--- src/rtl/ict_pkg.sv ---
// Shared widths, constants and bundle types for the in-circle test pipeline.
package ict_pkg;

    localparam int CHUNK_W = 32;
    localparam int TOL_W = 16;
    localparam logic [TOL_W-1:0] TOL_RESET = 16'd7;

    localparam int DW = 33;
    localparam int SQ_W = 2 * DW;
    localparam int S_W = SQ_W + 1;
    localparam int W_W = S_W + 1;
    localparam int A_W = S_W + 2;
    localparam int AE_W = A_W + 1;
    localparam int TD_W = S_W;
    localparam int M2_W = S_W + DW;
    localparam int TNF_W = W_W + DW;
    localparam int G_W = M2_W + 1;
    localparam int M3_W = G_W + DW;
    localparam int TN_W = M3_W + 1;
    localparam int P_W = AE_W + TD_W;
    localparam int R_W = P_W + 1;

    typedef logic signed [DW-1:0] diff_t;

    typedef struct packed {
        diff_t u1;
        diff_t v1;
        diff_t u3;
        diff_t v3;
        diff_t qx;
        diff_t qy;
        logic  flat1;
        logic  flat3;
        logic  zv;
    } geo_t;

    typedef struct packed {
        diff_t qx;
        diff_t qy;
        logic  flat_any;
        logic  deg;
    } tail_t;

    typedef struct packed {
        logic flat_any;
        logic deg;
    } flag_t;

    typedef struct packed {
        logic signed [AE_W-1:0] ame;
        logic signed [TD_W-1:0] td;
    } mulop_t;

    typedef struct packed {
        logic signed [TN_W-1:0] tn;
        logic                   td_neg;
        logic                   deg;
    } fin_t;

endpackage

--- src/rtl/ict_mul.sv ---
// Signed multiplier split into 33 by 33 bit partial products over three stages.
module ict_mul #(
    parameter int WA = 33,
    parameter int WB = 33
) (
    input  logic                      clk,
    input  logic                      en,
    input  logic signed [WA-1:0]      a,
    input  logic signed [WB-1:0]      b,
    output logic signed [WA+WB-1:0]   p
);
    import ict_pkg::*;

    localparam int NA = (WA + CHUNK_W - 1) / CHUNK_W;
    localparam int NB = (WB + CHUNK_W - 1) / CHUNK_W;
    localparam int WP = WA + WB;
    localparam int AXW = NA * CHUNK_W;
    localparam int BXW = NB * CHUNK_W;
    localparam int PPW = 2 * CHUNK_W + 2;

    logic signed [AXW-1:0]     ax;
    logic signed [BXW-1:0]     bx;
    logic signed [CHUNK_W:0]   ca [NA];
    logic signed [CHUNK_W:0]   cb [NB];
    logic signed [PPW-1:0]     pp_next [NA][NB];
    logic signed [PPW-1:0]     pp_reg  [NA][NB];
    logic signed [WP-1:0]      row_next [NA];
    logic signed [WP-1:0]      row_reg  [NA];
    logic signed [WP-1:0]      prod_next;
    logic signed [WP-1:0]      prod_reg;

    assign ax = AXW'(a);
    assign bx = BXW'(b);

    always_comb
    begin
        for (int i = 0; i < NA; i++)
        begin
            if (i == NA - 1)
                ca[i] = $signed({ax[CHUNK_W*i+CHUNK_W-1], ax[CHUNK_W*i +: CHUNK_W]});
            else
                ca[i] = $signed({1'b0, ax[CHUNK_W*i +: CHUNK_W]});
        end
        for (int j = 0; j < NB; j++)
        begin
            if (j == NB - 1)
                cb[j] = $signed({bx[CHUNK_W*j+CHUNK_W-1], bx[CHUNK_W*j +: CHUNK_W]});
            else
                cb[j] = $signed({1'b0, bx[CHUNK_W*j +: CHUNK_W]});
        end
        for (int i = 0; i < NA; i++)
        begin
            for (int j = 0; j < NB; j++)
            begin
                pp_next[i][j] = PPW'(ca[i]) * PPW'(cb[j]);
            end
        end
    end

    always_comb
    begin
        for (int i = 0; i < NA; i++)
        begin
            row_next[i] = '0;
            for (int j = 0; j < NB; j++)
            begin
                row_next[i] = row_next[i] + (WP'(pp_reg[i][j]) << (CHUNK_W * j));
            end
        end
        prod_next = '0;
        for (int i = 0; i < NA; i++)
        begin
            prod_next = prod_next + (row_reg[i] << (CHUNK_W * i));
        end
    end

    always_ff @(posedge clk)
    begin
        if (en)
        begin
            pp_reg   <= pp_next;
            row_reg  <= row_next;
            prod_reg <= prod_next;
        end
    end

    assign p = prod_reg;
endmodule

--- config.mk ---
export PLATFORM = sky130hd
export DESIGN_NAME = ict_mul
export DESIGN_NICKNAME = d
export VERILOG_FILES = /design/src/rtl/ict_pkg.sv /design/src/rtl/ict_mul.sv
export SDC_FILE = /design/constraint.sdc
export NUM_CORES = 2
export LEC_CHECK = 0
export CORE_MARGIN = 2
export CORE_UTILIZATION = 30
export CTS_BUF_LIST = sky130_fd_sc_hd__clkbuf_4
export CTS_CLUSTER_SIZE = 24
export DETAILED_ROUTE_END_ITERATION = 10
export DONT_BUFFER_PORTS = 1
export GPL_ROUTABILITY_DRIVEN = 0
export GPL_TIMING_DRIVEN = 0
export SLEW_MARGIN = 25
export SYNTH_ARGS = -nofsm -noshare
export SYNTH_HDL_FRONTEND = slang
export SYNTH_SLANG_ARGS = --single-unit
--- constraint.sdc ---
create_clock -name clk -period 19.87 [get_ports clk]
set_input_delay 5.961 -clock clk [delete_from_list [all_inputs] [get_ports clk]]
set_output_delay 5.961 -clock clk [all_outputs]
set_load 0.1 [all_outputs]
==> impl.org <==
** Status
- The run finished with clean final reports.

** STA
- Highest clock frequency the design can meet :: 67.26 MHz
- Worst slew slack as a fraction of its limit :: 0.1731
- The count of final hold-check violations came to 0.
- Time the final worst path needs with I/O delays and setup :: 14.87 ns
- Setup repair after global routing left no endpoint under its margin.
- Setup violations remaining at the end of the flow were counted as 0.
- Post-Route Setup TNS :: 0 ns
- Between clock sinks in the finished design, the worst skew comes to 0.06773 ns.
- Final clock period utilization by the worst path :: 0.7482
- Slew Viols, Final :: 0
- For the pin with the worst max-slew slack, the measured transition is 1.240 ns.

** Die
- The die covers 0.1609 mm2.
- Die Y :: 401.1 um
- Initial cell density of the core :: 0.3025
- The floorplan step set the die width to 401.1 um.
- After floorplanning, the core was sized to cover 0.1564 mm2.
- IO Count :: 134
- Row generation in the floorplan step produced 145 rows.

** Critical path
- Slowest stage cell, crit path :: sky130_fd_sc_hd__clkbuf_1
- Depth of the worst register-to-register path :: 13
- In this run the worst path has a maximum fanout of 10.
- Register-to-register setup slack :: 16.44 ns
- Critical path capture point type :: flop
- In this design, the critical path's most frequently occurring cell is sky130_fd_sc_hd__fa_1.
- Grouping stages by cell kind, the critical path spends the most delay in adder cells.
- Worst setup endpoint :: pp_reg[259]$_DFFE_PP_
- At the worst endpoint, the required time is 20.45 ns.
- Data arrival time of the critical path :: 15.45 ns
- Nature of the critical path startpoint :: primary input
- Number of buffer and inverter stages on the critical path :: 6
- The critical path runs through a total of 25 cells.
- Tracing the worst setup path back leads to its startpoint at b[23].
- The largest single stage delay on the critical path is 0.92 ns.
- Critical setup path kind :: in -> reg
- Critical register-to-register path endpoint :: row_reg[128]$_DFFE_PP_
- The startpoint identified for the worst register-to-register timing path is pp_reg[132]$_DFFE_PP_.

** Flow run
- Across the run, the number of max-cap violations was 0.

** Drt
- In the routed design, unresolved DRC markers number 0.
- The first TritonRoute pass finished after 5 iterations.
- DR vias/cell :: 5.064
- Aggregate routed wire length :: 168900 um
- The count of nets left with antenna violations once routing finished came out at 0.
- The routed layout has 35124 vias.
- In the final routed layout, each cell accounts on average for 24.35 um.
- Starting DRC count in detailed routing :: 3331

** Yosys
- In the synthesized netlist the dominant register cell turns out to be sky130_fd_sc_hd__edfxtp_1.
- Counting every net in the synthesized netlist gives 6030.
- Sequential share of the synthesized area :: 0.1904
- By area the synthesized netlist is led by sky130_fd_sc_hd__fa_1 38%, sky130_fd_sc_hd__edfxtp_1 19%, sky130_fd_sc_hd__ha_1 8.8%.
- Cells after Synth :: 4733
- Averaged over all synthesized cells, the footprint is 9.995 um2.
- Post-synthesis async set-or-reset flop share :: 0
- The number of different library cells used by synthesis comes to 78.
- After synthesis the cells add up to 0.04731 mm2.
- Number of enable flip-flop cells after synthesis :: 300
- The synthesized design spends more area on one cell type than any other, namely sky130_fd_sc_hd__fa_1.
- In this run, synthesis produced a sequential element count of 300.
- During synthesis, Yosys emitted a total of 0 warnings.
- The share of synthesized area in the top cell type comes to 0.3800.

** Finish
- The net count of the finished layout is 6106.
- Max reg flops :: 134
- Number of filler cells placed in the layout :: 16072
- Commonest non-fill, non-tap cells in the layout :: 898 x sky130_fd_sc_hd__fa_1, 897 x sky130_fd_sc_hd__inv_1, 634 x sky130_fd_sc_hd__and2_1
- Of the cells placed in the final design, the portion with a size suffix greater than 1 is 0.03397.
- Most common cell after layout, fill and taps aside :: sky130_fd_sc_hd__fa_1
- The area growth from synthesis to layout is 7.710%.

** Place
- In this run the tool buffered the top-level ports with 0 buffer cells.
- HPWL after DPL :: 133800 um

** Global route
- The number of global-route vias before repair came to 36972.
- Global-route wire length before repair :: 245800 um
- For this run, the total global-route usage over all layers was measured as 0.2102.
- Largest net degree at the start of global routing :: 301
- Number of antenna violations at the first check in global routing :: 24
- Global routing finished with a remaining overflow of 0.

** Clock network
- TritonCTS built the clock tree.
- The H-tree was split into 3 levels.
- CTS sink cnt :: 300
- Once the clock tree was built, the setup fixing pass inserted 0 buffers.
- For the worst-skew pair, the clock arrives at the later sink with an insertion delay of 0.86 ns.
- Max clock buf depth :: 3
- The tree is rooted in a sky130_fd_sc_hd__clkbuf_4.
- Cts bufs inserted :: 73
- Post-CTS Hold Buffers :: 0
- The number of gates resized after CTS was 0.
- After clock tree synthesis, the clock-pin slew on the worst setup and hold paths is 0.06 ns.

** Min path
- Type of the most critical hold path :: reg -> reg
==> synth_stat cells (62+ instances only) <==
cell,number
sky130_fd_sc_hd__ha_1,331
sky130_fd_sc_hd__nand2_1,514
sky130_fd_sc_hd__a21o_1,74
sky130_fd_sc_hd__a21oi_1,145
sky130_fd_sc_hd__xnor2_1,122
sky130_fd_sc_hd__clkbuf_1,259
sky130_fd_sc_hd__edfxtp_1,300
sky130_fd_sc_hd__and2_1,634
sky130_fd_sc_hd__inv_1,897
sky130_fd_sc_hd__fa_1,898
sky130_fd_sc_hd__nor2_1,85
sky130_fd_sc_hd__o21ai_0,62
==> through the flow <==
stage	util	area, um2	hold slack (ns)	std cells	setup WS [ns]
floorplan	-	47310	0.4003	4733	6.811
global placement	0.3190	49880	0.4009	6791	4.435
detailed placement	0.3191	49900	0.4045	6791	4.441
CTS	0.3254	50880	0.4140	6914	5.359
global route	0.3256	50910	0.4162	6919	5.082
finish	0.3258	50960	0.4045	6936	5.003
==> per-layer routing <==
layer  share of wire  track usage
met5         0.00016            0
met4           0.072       0.1366
met3            0.12      0.06560
met2            0.44       0.3255
met1            0.36       0.2523
==> worst min-delay path by stage <==
stage / start / to / slack (ns) / depth (start not counted)
2_1_floorplan: row_reg[66]$_DFFE_PP_ / p[0]$_DFFE_PP_ / 0.40 / 0
3_3_place_gp: pp_reg[198]$_DFFE_PP_ / row_reg[66]$_DFFE_PP_ / 0.40 / 0
3_5_place_dp: row_reg[66]$_DFFE_PP_ / p[0]$_DFFE_PP_ / 0.40 / 0
4_1_cts: pp_reg[77]$_DFFE_PP_ / row_reg[11]$_DFFE_PP_ / 0.41 / 0
5_1_grt: pp_reg[85]$_DFFE_PP_ / row_reg[19]$_DFFE_PP_ / 0.42 / 0
6_report: pp_reg[85]$_DFFE_PP_ / row_reg[19]$_DFFE_PP_ / 0.40 / 0
==> cell type report <==
class / instances / area (um2) / area share
clock inverters: 27 / 267.8 / 0.005255
well taps: 2058 / 2575 / 0.05053
flip-flops and latches: 300 / 9009 / 0.1768
repair buffers: 1 / 11.26 / 0.0002210
clock buffers: 96 / 720.7 / 0.01414
multi-input cells: 3264 / 33910 / 0.6654
plain buffers: 271 / 1042 / 0.02045
inverters: 898 / 3371 / 0.06615
diodes: 21 / 52.55 / 0.001031
==> logic make-up after synthesis <==
kind of cell / count (synthesis) / share of synthesized area
AOI/OAI and AO/OA: 419 / 0.05779
xor gates and xnor gates: 164 / 0.03036
adders and majority gates: 1229 / 0.4675
buffers and inverters: 1169 / 0.09286
DFF: 300 / 0.1904
other: 1 / 0.00007927
and+or+nand+nor: 1451 / 0.1609
==> worst reg2reg max path, cell delays in order, from the launching register on <==
cell and delay [ns]:
sky130_fd_sc_hd__edfxtp_1 0.33, sky130_fd_sc_hd__ha_1 0.20, sky130_fd_sc_hd__inv_1 0.07, sky130_fd_sc_hd__fa_1 0.40
sky130_fd_sc_hd__nor2b_1 0.16, sky130_fd_sc_hd__o2111ai_1 0.13, sky130_fd_sc_hd__nand3_1 0.18, sky130_fd_sc_hd__o211ai_1 0.20
sky130_fd_sc_hd__o21ai_0 0.40, sky130_fd_sc_hd__a21oi_1 0.17, sky130_fd_sc_hd__nand2b_1 0.21, sky130_fd_sc_hd__a31oi_1 0.38
sky130_fd_sc_hd__a41oi_1 0.24, sky130_fd_sc_hd__xnor2_1 0.17
Power is left out: the tool's default activity adds up to more than one toggle a clock period on the data nets, which glitch-free logic cannot reach.
